`config.mk`:
```
export PLATFORM = sky130hd
export DESIGN_NAME = counting_semaphore_table_unit
export DESIGN_NICKNAME = d
export VERILOG_FILES = /design/src/rtl/core/cst_pkg.sv /design/src/rtl/core/cst_ctrl.sv /design/src/rtl/core/cst_datapath.sv /design/src/rtl/core/counting_semaphore_table_unit.sv
export SDC_FILE = /design/constraint.sdc
export NUM_CORES = 2
export LEC_CHECK = 0
export BUFFER_PORTS_ARGS = -buffer_cell sky130_fd_sc_hd__buf_2
export CORE_MARGIN = 1.5
export CORE_UTILIZATION = 45
export DETAILED_ROUTE_END_ITERATION = 8
export PLACE_DENSITY = 0.69
export SKIP_CTS_REPAIR_TIMING = 1
export SLEW_MARGIN = 0
export SYNTH_ARGS = -nofsm -noshare
export SYNTH_HDL_FRONTEND = slang
export SYNTH_SLANG_ARGS = --single-unit
```
`constraint.sdc`:
```
create_clock -name clk -period 9.8 [get_ports clk]
set_input_delay 0.49 -clock clk [delete_from_list [all_inputs] [get_ports clk]]
set_output_delay 0.49 -clock clk [all_outputs]
set_load 0.005 [all_outputs]
```
`src/rtl/core/cst_pkg.sv`:
```
`timescale 1ns / 1ps
// ----------------------------------------------------------------------------
// cst_pkg
// Shared types, codes and defaults of the counting semaphore table unit.
// ----------------------------------------------------------------------------
package cst_pkg;

  localparam int NUM_SEMS_DEF    = 16;
  localparam int QUEUE_DEPTH_DEF = 16;
  localparam int PID_BITS_DEF    = 8;

  localparam int COUNT_BITS = 16;
  localparam logic [COUNT_BITS-1:0] COUNT_MAX = 16'hFFFF;

  typedef enum logic [1:0] {
    OP_CREATE  = 2'd0,
    OP_WAIT    = 2'd1,
    OP_POST    = 2'd2,
    OP_DESTROY = 2'd3
  } op_t;

  typedef enum logic [1:0] {
    ST_OK         = 2'd0,
    ST_INVALID    = 2'd1,
    ST_NO_FREE    = 2'd2,
    ST_QUEUE_FULL = 2'd3
  } status_t;

  typedef struct packed {
    logic latch;
    logic rec_rd;
    logic scan_clr;
    logic scan_inc;
    logic res_invalid;
    logic res_no_free;
    logic create;
    logic wait_exec;
    logic release_exec;
    logic drain_step;
  } cst_cmd_t;

  typedef struct packed {
    op_t  op;
    logic idx_ok;
    logic scan_free;
    logic scan_last;
    logic fill_zero;
    logic drain_last;
    logic out_free;
  } cst_stat_t;

endpackage

```
`src/rtl/core/cst_ctrl.sv`:
```
`timescale 1ns / 1ps
// ----------------------------------------------------------------------------
// cst_ctrl
// Sequencer of the semaphore table: decode, slot scan, record update, drain.
// ----------------------------------------------------------------------------
module cst_ctrl
  import cst_pkg::*;
(
  input  logic      clk,
  input  logic      rst,
  input  logic      in_valid,
  output logic      in_ready,
  input  cst_stat_t stat,
  output cst_cmd_t  cmd
);

  typedef enum logic [2:0] {
    S_IDLE,
    S_DECODE,
    S_SCAN,
    S_REC,
    S_DRAIN
  } state_t;

  state_t state;
  state_t state_next;

  assign in_ready = (state == S_IDLE);

  always_comb begin
    cmd        = '0;
    state_next = state;
    case (state)
      S_IDLE: begin
        if (in_valid) begin
          cmd.latch  = 1'b1;
          state_next = S_DECODE;
        end
      end
      S_DECODE: begin
        if (stat.op == OP_CREATE) begin
          cmd.scan_clr = 1'b1;
          state_next   = S_SCAN;
        end else if (!stat.idx_ok) begin
          if (stat.out_free) begin
            cmd.res_invalid = 1'b1;
            state_next      = S_IDLE;
          end
        end else begin
          cmd.rec_rd = 1'b1;
          state_next = S_REC;
        end
      end
      S_SCAN: begin
        if (stat.scan_free) begin
          if (stat.out_free) begin
            cmd.create = 1'b1;
            state_next = S_IDLE;
          end
        end else if (stat.scan_last) begin
          if (stat.out_free) begin
            cmd.res_no_free = 1'b1;
            state_next      = S_IDLE;
          end
        end else begin
          cmd.scan_inc = 1'b1;
        end
      end
      S_REC: begin
        if (stat.out_free) begin
          if (stat.op == OP_WAIT) begin
            cmd.wait_exec = 1'b1;
            state_next    = S_IDLE;
          end else begin
            cmd.release_exec = 1'b1;
            state_next       = stat.fill_zero ? S_IDLE : S_DRAIN;
          end
        end
      end
      S_DRAIN: begin
        if (stat.out_free) begin
          cmd.drain_step = 1'b1;
          if (stat.drain_last) begin
            state_next = S_IDLE;
          end
        end
      end
      default: begin
        state_next = S_IDLE;
      end
    endcase
  end

  always_ff @(posedge clk) begin
    if (rst) begin
      state <= S_IDLE;
    end else begin
      state <= state_next;
    end
  end

endmodule

```
`src/rtl/core/cst_datapath.sv`:
```
`timescale 1ns / 1ps
// ----------------------------------------------------------------------------
// cst_datapath
// Slot flags, slot record memory, waiter memory, drain pointers and the
// output register of the semaphore table.
// ----------------------------------------------------------------------------
module cst_datapath
  import cst_pkg::*;
#(
  parameter int NUM_SEMS    = NUM_SEMS_DEF,
  parameter int QUEUE_DEPTH = QUEUE_DEPTH_DEF,
  parameter int PID_BITS    = PID_BITS_DEF
) (
  input  logic        clk,
  input  logic        rst,
  input  logic [31:0] s_tdata,
  input  logic [1:0]  s_tuser,
  input  cst_cmd_t    cmd,
  output cst_stat_t   stat,
  output logic        m_tvalid,
  input  logic        m_tready,
  output logic [15:0] m_tdata,
  output logic [1:0]  m_tuser,
  output logic        m_tlast
);

  localparam int SEM_BITS = (NUM_SEMS > 1) ? $clog2(NUM_SEMS) : 1;
  localparam int Q_BITS   = (QUEUE_DEPTH > 1) ? $clog2(QUEUE_DEPTH) : 1;
  localparam int QF_BITS  = $clog2(QUEUE_DEPTH + 1);
  localparam int HEAD_LO  = COUNT_BITS;
  localparam int FILL_LO  = COUNT_BITS + Q_BITS;
  localparam int REC_W    = COUNT_BITS + Q_BITS + QF_BITS;
  localparam int WQ_AW    = SEM_BITS + Q_BITS;
  localparam int WQ_DEPTH = NUM_SEMS << Q_BITS;

  op_t                 op_q;
  logic [3:0]          sem_q;
  logic [15:0]         init_q;
  logic [PID_BITS-1:0] pid_q;

  logic                in_use [NUM_SEMS];
  logic [SEM_BITS-1:0] scan;
  logic [SEM_BITS-1:0] slot;
  logic                idx_in_range;

  logic [REC_W-1:0]    rec_mem [NUM_SEMS];
  logic [REC_W-1:0]    rec_q;
  logic [REC_W-1:0]    rec_wdata;
  logic [SEM_BITS-1:0] rec_waddr;
  logic                rec_we;

  logic [COUNT_BITS-1:0] count_q;
  logic [Q_BITS-1:0]     head_q;
  logic [QF_BITS-1:0]    fill_q;
  logic                  count_zero;
  logic                  queue_full;
  logic [Q_BITS:0]       pos_sum;
  logic [Q_BITS-1:0]     pos_wrap;

  logic [PID_BITS-1:0] wq_mem [WQ_DEPTH];
  logic [PID_BITS-1:0] wq_q;
  logic                wq_we;
  logic                wq_re;
  logic [WQ_AW-1:0]    wq_raddr;

  logic [Q_BITS-1:0]  drain_pos;
  logic [QF_BITS-1:0] drain_left;
  logic [Q_BITS-1:0]  pos_adv;

  logic        out_valid;
  status_t     out_status;
  logic [3:0]  out_slot;
  logic        out_blocked;
  logic        out_woken;
  logic [7:0]  out_pid;
  logic        out_last;
  logic        out_free;

  assign slot         = SEM_BITS'(sem_q);
  assign idx_in_range = (32'(sem_q) < NUM_SEMS);

  assign count_q    = rec_q[COUNT_BITS-1:0];
  assign head_q     = rec_q[HEAD_LO +: Q_BITS];
  assign fill_q     = rec_q[FILL_LO +: QF_BITS];
  assign count_zero = (count_q == '0);
  assign queue_full = (fill_q >= QF_BITS'(QUEUE_DEPTH));

  // head plus fill, wrapped once around the ring
  assign pos_sum  = (Q_BITS + 1)'(head_q) + (Q_BITS + 1)'(fill_q);
  assign pos_wrap = (pos_sum >= (Q_BITS + 1)'(QUEUE_DEPTH))
                    ? Q_BITS'(pos_sum - (Q_BITS + 1)'(QUEUE_DEPTH))
                    : Q_BITS'(pos_sum);

  assign pos_adv = (drain_pos == Q_BITS'(QUEUE_DEPTH - 1)) ? '0 : drain_pos + 1'b1;

  assign out_free = !out_valid || m_tready;

  assign stat.op         = op_q;
  assign stat.idx_ok     = idx_in_range && in_use[slot];
  assign stat.scan_free  = !in_use[scan];
  assign stat.scan_last  = (scan == SEM_BITS'(NUM_SEMS - 1));
  assign stat.fill_zero  = (fill_q == '0);
  assign stat.drain_last = (drain_left == QF_BITS'(1));
  assign stat.out_free   = out_free;

  always_ff @(posedge clk) begin
    if (cmd.latch) begin
      op_q   <= op_t'(s_tuser[1:0]);
      sem_q  <= s_tdata[3:0];
      init_q <= s_tdata[19:4];
      pid_q  <= PID_BITS'(s_tdata[27:20]);
    end
  end

  always_ff @(posedge clk) begin
    if (cmd.scan_clr) begin
      scan <= '0;
    end else if (cmd.scan_inc) begin
      scan <= scan + 1'b1;
    end
  end

  always_ff @(posedge clk) begin
    if (rst) begin
      for (int i = 0; i < NUM_SEMS; i++) begin
        in_use[i] <= 1'b0;
      end
    end else if (cmd.create) begin
      in_use[scan] <= 1'b1;
    end else if (cmd.release_exec && (op_q == OP_DESTROY)) begin
      in_use[slot] <= 1'b0;
    end
  end

  always_comb begin
    rec_wdata = rec_q;
    rec_we    = 1'b0;
    rec_waddr = slot;
    if (cmd.create) begin
      rec_we    = 1'b1;
      rec_waddr = scan;
      rec_wdata = {QF_BITS'(0), Q_BITS'(0), init_q};
    end else if (cmd.wait_exec) begin
      if (!count_zero) begin
        rec_we                       = 1'b1;
        rec_wdata[COUNT_BITS-1:0]    = count_q - 1'b1;
      end else if (!queue_full) begin
        rec_we                       = 1'b1;
        rec_wdata[FILL_LO +: QF_BITS] = fill_q + 1'b1;
      end
    end else if (cmd.release_exec) begin
      rec_we = 1'b1;
      if ((op_q == OP_POST) && (count_q != COUNT_MAX)) begin
        rec_wdata[COUNT_BITS-1:0] = count_q + 1'b1;
      end
      rec_wdata[HEAD_LO +: Q_BITS]  = pos_wrap;
      rec_wdata[FILL_LO +: QF_BITS] = '0;
    end
  end

  always_ff @(posedge clk) begin
    if (rec_we) begin
      rec_mem[rec_waddr] <= rec_wdata;
    end
    if (cmd.rec_rd) begin
      rec_q <= rec_mem[slot];
    end
  end

  assign wq_we    = cmd.wait_exec && count_zero && !queue_full;
  assign wq_re    = (cmd.release_exec && (fill_q != '0)) || cmd.drain_step;
  assign wq_raddr = cmd.release_exec ? {slot, head_q} : {slot, pos_adv};

  always_ff @(posedge clk) begin
    if (wq_we) begin
      wq_mem[{slot, pos_wrap}] <= pid_q;
    end
    if (wq_re) begin
      wq_q <= wq_mem[wq_raddr];
    end
  end

  always_ff @(posedge clk) begin
    if (cmd.release_exec) begin
      drain_pos  <= head_q;
      drain_left <= fill_q;
    end else if (cmd.drain_step) begin
      drain_pos  <= pos_adv;
      drain_left <= drain_left - 1'b1;
    end
  end

  always_ff @(posedge clk) begin
    if (rst) begin
      out_valid <= 1'b0;
    end else if (cmd.res_invalid || cmd.res_no_free || cmd.create || cmd.wait_exec ||
                 (cmd.release_exec && (fill_q == '0)) || cmd.drain_step) begin
      out_valid <= 1'b1;
    end else if (m_tready) begin
      out_valid <= 1'b0;
    end
  end

  always_ff @(posedge clk) begin
    if (cmd.res_invalid) begin
      out_status  <= ST_INVALID;
      out_slot    <= sem_q;
      out_blocked <= 1'b0;
      out_woken   <= 1'b0;
      out_pid     <= '0;
      out_last    <= 1'b1;
    end else if (cmd.res_no_free) begin
      out_status  <= ST_NO_FREE;
      out_slot    <= '0;
      out_blocked <= 1'b0;
      out_woken   <= 1'b0;
      out_pid     <= '0;
      out_last    <= 1'b1;
    end else if (cmd.create) begin
      out_status  <= ST_OK;
      out_slot    <= 4'(scan);
      out_blocked <= 1'b0;
      out_woken   <= 1'b0;
      out_pid     <= '0;
      out_last    <= 1'b1;
    end else if (cmd.wait_exec) begin
      out_status  <= (count_zero && queue_full) ? ST_QUEUE_FULL : ST_OK;
      out_slot    <= sem_q;
      out_blocked <= count_zero && !queue_full;
      out_woken   <= 1'b0;
      out_pid     <= '0;
      out_last    <= 1'b1;
    end else if (cmd.release_exec) begin
      out_status  <= ST_OK;
      out_slot    <= sem_q;
      out_blocked <= 1'b0;
      out_woken   <= 1'b0;
      out_pid     <= '0;
      out_last    <= 1'b1;
    end else if (cmd.drain_step) begin
      out_status  <= ST_OK;
      out_slot    <= sem_q;
      out_blocked <= 1'b0;
      out_woken   <= 1'b1;
      out_pid     <= 8'(wq_q);
      out_last    <= (drain_left == QF_BITS'(1));
    end
  end

  assign m_tvalid = out_valid;
  assign m_tdata  = {2'b00, out_pid, out_slot, out_status};
  assign m_tuser  = {out_woken, out_blocked};
  assign m_tlast  = out_last;

endmodule

```
`src/rtl/core/counting_semaphore_table_unit.sv`:
```
`timescale 1ns / 1ps
// ----------------------------------------------------------------------------
// counting_semaphore_table_unit
// Table of counting semaphores, each with a ring of waiting process ids.
// ----------------------------------------------------------------------------
// Usage:
//   s_* carries one system call per item: op in s_tuser, slot, initial count
//   and caller id in s_tdata. m_* returns the result items; m_tlast marks the
//   final result of a call. Post and destroy return one result per released
//   waiter, oldest first, or a single result when no waiter is queued.
//   One call at a time; s_tready is high only while idle. An invalid slot is
//   answered from decode; wait, post and destroy read the slot record first,
//   and post or destroy with waiters also read the waiter memory before the
//   first result; create scans the slots from 0 for the lowest free one.
//   Released waiters follow one per cycle while the receiver keeps m_tready
//   high, paced by the read port of the waiter memory. The sequencer returns
//   to idle as it registers the last result of a call.
//   The output register holds a result until m_tready; a stalled receiver
//   holds the sequencer before its next result and, after that, s_tready.
//   Reset clears the slot flags and the output valid; a call may be sent as
//   soon as reset is released.
// ----------------------------------------------------------------------------
module counting_semaphore_table_unit
  import cst_pkg::*;
#(
  parameter int NUM_SEMS    = NUM_SEMS_DEF,
  parameter int QUEUE_DEPTH = QUEUE_DEPTH_DEF,
  parameter int PID_BITS    = PID_BITS_DEF
) (
  input  logic        clk,
  input  logic        rst,
  input  logic        s_tvalid,
  output logic        s_tready,
  input  logic [31:0] s_tdata,   // sem_index[3:0], initial_count[19:4], caller_pid[27:20]
  input  logic [1:0]  s_tuser,   // op[1:0]
  output logic        m_tvalid,
  input  logic        m_tready,
  output logic [15:0] m_tdata,   // status[1:0], slot_out[5:2], woken_pid[13:6]
  output logic [1:0]  m_tuser,   // blocked[0], woken_valid[1]
  output logic        m_tlast    // last
);

  cst_cmd_t  cmd;
  cst_stat_t stat;

  cst_ctrl u_ctrl (
    .clk      (clk),
    .rst      (rst),
    .in_valid (s_tvalid),
    .in_ready (s_tready),
    .stat     (stat),
    .cmd      (cmd)
  );

  cst_datapath #(
    .NUM_SEMS    (NUM_SEMS),
    .QUEUE_DEPTH (QUEUE_DEPTH),
    .PID_BITS    (PID_BITS)
  ) u_datapath (
    .clk      (clk),
    .rst      (rst),
    .s_tdata  (s_tdata),
    .s_tuser  (s_tuser),
    .cmd      (cmd),
    .stat     (stat),
    .m_tvalid (m_tvalid),
    .m_tready (m_tready),
    .m_tdata  (m_tdata),
    .m_tuser  (m_tuser),
    .m_tlast  (m_tlast)
  );

endmodule

```
Yosys cells after proc, flatten, opt, wreduce, memory -nomap -nowiden
Memory sizes are Yosys's and may differ from the RTL's. A register that Yosys moved wholly into a read port is not among the register bits.
Cells that the tools add are included.
Word-level totals
  memory bits (writable): 2464
  bits in registers: 64
  memories: 3
  output and inout port bits: 21
  input bits: 38
  logic and storage cells: 171
Operators by class
  muxes and demuxes: 95
  add/sub/neg operators: 8
  magnitude comparators: 2
  reduce and logical (&&, ||, !) cells: 32
  equality and inequality tests: 16
Memories
  u_datapath.wq_mem: words 256, bits a word 8, read ports 1, clocked after Yosys merged registers in 1, wr ports 1, RTL line cst_datapath.sv:60  | logic [PID_BITS-1:0] wq_mem [WQ_DEPTH];
  u_datapath.rec_mem: words 16, bits a word 25, read ports 1, clocked after Yosys merged registers in 1, wr ports 1, RTL line cst_datapath.sv:46  | logic [REC_W-1:0] rec_mem [NUM_SEMS];
  u_datapath.in_use: words 16, bits a word 1, read ports 2, clocked after Yosys merged registers in 2, wr ports 16, RTL line cst_datapath.sv:41  | logic in_use [NUM_SEMS];
Operator list (number)
  $mux 4: 18
  $mux 25: 2
  $mux 16: 3
  $mux 1: 45
  $mux 3: 11
  $mux 5: 5
  $mux 2: 10
  $add 16x1->16 const B: 1
  $logic_not 16->1: 1
  $ne 16x16->1 const B: 1
  $sub 16x1->16 const B: 1
  $pmux 3 s5: 1
  $ge 5x5->1 const B: 2
  $reduce_bool 5->1: 2
  $add 4x1->4 const B: 2
  $eq 4x4->1 const B: 2
  $logic_and 1x1->1: 8
  $logic_or 1x1->1: 7
  $eq 3x2->1 const B: 2
  $reduce_bool 6->1: 1
  $add 4x5->5: 1
  $add 5x1->5 const B: 1
  $eq 5x1->1 const B: 1
  $logic_not 5->1: 1
  other kinds (18): 24

Logic depth before layout (Yosys ltp)
  depth in word-level cells: 12
  gate-level depth with buffers: 16
  depth with buffers taken out: 11

Hierarchy
From an unflattened synthesis, not the netlist that was laid out.
Second synthesis, totals
  cell total of the unflattened synthesis: 6840
  area, all modules: 103016.3 um^2
By module, submodules not included
  cst_datapath: cells each 6797, area each 102688.5 um^2, instances 1, seq. area each 76793.7 um^2
  cst_ctrl: cells each 43, area each 327.8 um^2, instances 1, seq. area each 60.1 um^2

Worst setup path after synthesis
OpenSTA, ideal clock, no wires.
  path kind: register -> register
  start: register u_datapath.pid_q[0]
  end: memory u_datapath.wq_mem[0][0] (netlist name) (data pin)
  period minus slack after synthesis: 4.046 ns
  data arrival time: 3.228 ns
  data required time: 8.983 ns
  library setup time: 0.817 ns
  path slack: 5.754 ns
  buffers on the path: 0
  cell stages (with the launch flop): 1
  cells stage by stage: edfxtp_1
RTL lines
  start, declared: RTL line cst_datapath.sv:39  | logic [PID_BITS-1:0] pid_q;
  start signal, assigned: RTL line cst_datapath.sv:111  | pid_q <= PID_BITS'(s_tdata[27:20]);
  end, declared: RTL line cst_datapath.sv:60
Straight into the memory's write port.

Worst setup path after layout
  start: register u_ctrl.state[1]
  end: register u_datapath.wq_q[3] (read register of u_datapath.wq_mem) (data pin)
On the way
  cells in the longest elaborated chain, start to end: 4
  elaborated cells between the ends (all ways): 7
  those cells by class: eq/ne: 2; mux: 3; reduce/logical: 2
Ends and longest elaborated chain
  start, declared: RTL line cst_ctrl.sv:25  | state_t state;
  start signal, assigned: RTL line cst_ctrl.sv:98  | state <= state_next;
  $eq 3x2->1: RTL line cst_ctrl.sv:33  | case (state)
  $mux 2: RTL line cst_ctrl.sv:33
  $logic_and 1x1->1: RTL line cst_datapath.sv:171  | assign wq_re = (cmd.release_exec && (fill_q != '0)) || cmd.drain_step;
  $logic_or 1x1->1: RTL line cst_datapath.sv:171
  end, declared: RTL line cst_datapath.sv:61  | logic [PID_BITS-1:0] wq_q;
Several ways; a longest one is shown, not always the timed one.
A chain may end at the register's enable or synchronous reset.

==> run_results.csv <==
group,metric,value,unit
sta,whs,34.2,ps
worst_hold_path,hp-class,"in2reg",
clock_network,cts_buffer_depth,3,
placement,gp_congestion,0.888,
detailed_routing,drtAntennaViolNets,0,
clock_network,clock_sinks,2569,
power_and_ir_drop,p_comb_frac,0.097,
cells_and_area,layout.cells.most_common_list,"edfxtp_1, nand2_1, nand3_1, nor2_1, clkbuf_16",
critical_path,critPathRequiredTime,10360,ps
outcome,outcome,"finished clean",
cells_and_area,final_nets,7004,
detailed_routing,via_per_inst,6.08,
synth,async_reset_ff_frac,0,
synth,synth.lib_cells_used.distinct,84,
sta,rsz0062_at_grt,"false",
critical_path,cp_data_arrival_time,6910,ps
sta,fin_skew,46.8,ps
placement,dpl.cell_count,9675,
grt,track_usage,0.228,
clock_network,h-tree-depth,4,
grt,grt_pass1_wl,392000,um
cells_and_area,final_area,113000,um^2
cells_and_area,layout.cells.non_filler,10100,
power_and_ir_drop,power_frac_seq,0.531,
die,rows,174,
grt,grt_start_max_net_pins,186,
critical_path,max_stage_delay,980,ps
synth,seq_area_frac_synth,0.752,
synth,synth_edf_count,2540,
synth,netlist_instances,6984,
power_and_ir_drop,p_sw,5.82,mW
power_and_ir_drop,power_leakage,36.2,nW
critical_path,ff2ff_path_depth,12,
power_and_ir_drop,power_density,209,nW/um^2
clock_network,clk_pin_slew_worst_paths,60,ps
sta,worst_slack,3450,ps
synth,synth_ff_type,"edfxtp_1",
synth,syn_avg_cell_area,14.6,um^2
power_and_ir_drop,intPower,17.8,mW
die,core,225000,um^2
die,io_pins,59,
critical_path,crit_path_start_kind,"flop",
power_and_ir_drop,p_sw_frac,0.246,
sta,fin_crit_sh,0.647,
sta,max_freq,158,MHz
power_and_ir_drop,ir_drop,0.000179,V
sta,period_minus_slack,6350,ps
critical_path,crit_path_frequent_cell,"buf_4",
clock_network,clk_latency,880,ps
sta,max_slew_margin,0.104,
critical_path,critPathKind,"reg2reg",
die,die_area,230000,um^2
power_and_ir_drop,pwr-share-clk,0.372,
cells_and_area,syn_to_final_growth,10.4,%
detailed_routing,firstDrtPassIters,6,
clock_network,numCtsBuffers,239,
sta,tns,0,ps
detailed_routing,first_iter_violations,8218,
placement,place.detailed.hpwl,148000,um
critical_path,crit_chain,"nand3b_4 > o31a_1 > buf_4 > nor2_4 > buf_4 > buf_12 > buf_4 > nand3_1 > a31oi_1 > a21boi_0 > a2111oi_1 > o211ai_1",
detailed_routing,drcViolationCount,0,
critical_path,end_kind,"flop",
die,initial_core_util,0.454,
cells_and_area,finish.utilization,0.501,
synth,syn_area,102000,um^2
sta,hold_viol_final,0,
sta,slew_viol_final,0,
detailed_routing,wl,267000,um
placement,placed_area,105000,um^2
critical_path,cp_max_fo,156,
detailed_routing,routedWlPerCell,26.4,um
power_and_ir_drop,power,23.6,mW
grt,gr-total-overflow,0,
placement,place_ws,3570,ps
cells_and_area,drive_above_1_share,0.0976,
synth,ys_warn_count,0,
die,die_y,480,um
sta,tightest_slew,1340,ps
grt,grt_pass1_vias,59300,
clock_network,cts_tree,"built",
placement,portBuffers,52,
cells_and_area,mostFrequentLayoutCell,"edfxtp_1",
critical_path,crit_slowest_cell,"a2111oi_1",
die,die_width,480,um
job,max_cap_violations,0,
worst_hold_path,hold_path_depth,2,
sta,setup_viol,0,
detailed_routing,vias,61600,
synth,synth_seq_cells,2569,
grt,antenna_found_initial,11,
clock_network,root_buffer,"clkbuf_16",
[cells by family (layout without fill, tap and decap cells)]
kind of cell	Yosys count	count (layout)	synth area share
other	1	7	0.0000367
buffers and inverters	490	647	0.0231
muxes	236	236	0.0396
and+or+nand+nor	2723	2723	0.117
AOI/OAI and AO/OA	929	929	0.0651
adders and majority gates	12	12	0.00154
DFF	2569	2569	0.752
xor gates and xnor gates	24	24	0.00206
[worst paths after layout]
path,from,end,slack (ps)
max,u_ctrl.state[1],u_datapath.wq_q[3],3450
min,rst,u_ctrl.state[1],30
max reg2reg,u_ctrl.state[1],u_datapath.wq_q[3],3450
min reg2reg,u_datapath.out_pid[0],u_datapath.out_pid[0],460
[state kept, by name, summed over array words and instances, names as in the netlist, 2 cells and up, named ones only]
register	cells
u_datapath.wq_mem	2048
u_datapath.rec_mem	400
u_datapath.rec_q	25
u_datapath.in_use	16
u_datapath.init_q	16
u_datapath.out_pid	8
u_datapath.pid_q	8
u_datapath.wq_q	8
u_datapath.drain_left	5
u_datapath.drain_pos	4
u_datapath.out_slot	4
u_datapath.scan	4
u_datapath.sem_q	4
u_ctrl.state	3
u_datapath.op_q	2
u_datapath.out_status	2
[metal layers]
layer | share of wire | vias to the layer above | global-route usage
met1 | 0.39 | 30900 | 0.315
li1 | - | 26700 | -
met3 | 0.10 | 567 | 0.0420
met2 | 0.47 | 3430 | 0.361
met5 | 0.00015 | - | 0
met4 | 0.037 | 8 | 0.0846
[power by group through the flow]
stage / combinational [mW] / sequential, mW / clock (mW)
6_report: 2.29 / 12.5 / 8.81
5_1_grt: 2.41 / 12.5 / 9.29
4_1_cts: 2.25 / 12.5 / 8.85
3_5_place_dp: 2.24 / 12.8 / 0
3_3_place_gp: 2.19 / 12.8 / 0
2_1_floorplan: 1.14 / 13.0 / 0
[cell usage after synthesis, types with 7 or more instances]
cell type | number | area [um^2]
buf_1 | 36 | 135
nand4_1 | 110 | 688
nor3_1 | 40 | 200
xnor2_1 | 16 | 140
mux4_2 | 134 | 3020
edfxtp_1 | 2540 | 76300
a311oi_1 | 102 | 893
nand2b_1 | 8 | 50.1
a22oi_1 | 29 | 218
mux2i_1 | 99 | 991
inv_1 | 13 | 48.8
a211oi_1 | 171 | 1280
dfxtp_1 | 29 | 581
nor4_1 | 25 | 156
a31oi_1 | 173 | 1080
a32oi_1 | 113 | 990
nand2_1 | 1506 | 5650
xor2_1 | 8 | 70.1
o21ai_0 | 56 | 280
buf_6 | 17 | 191
and2_1 | 9 | 56.3
clkbuf_1 | 167 | 627
and3_1 | 213 | 1330
nand3_1 | 379 | 1900
a311o_1 | 10 | 100
o21bai_1 | 18 | 135
nor2b_1 | 10 | 62.6
ha_1 | 11 | 138
buf_2 | 222 | 1110
nor4b_1 | 13 | 114
a41oi_1 | 10 | 87.6
a31o_2 | 17 | 149
nor2_1 | 373 | 1400
a21oi_1 | 163 | 816
o31a_1 | 7 | 61.3
buf_4 | 30 | 225
[cell type report]
class	instances	area, um^2
diodes	5	12.5
clock buffers	303	6290
clock inverters	126	1040
fillers	18300	112000
inverters	17	85.1
multi-input cells	3926	23200
flip-flops and latches	2569	76900
well taps	2992	3740
repair buffers	201	1650
[worst max-delay path, delay by kind of cell, from the launching register on]
kind                   cells  cell delay (ps)
AOI/OAI and AO/OA          5             1960
buffers and inverters      4             2380
and+or+nand+nor            3              740
DFF                        1              640
Note: power is estimated with default switching activity, not from simulation.
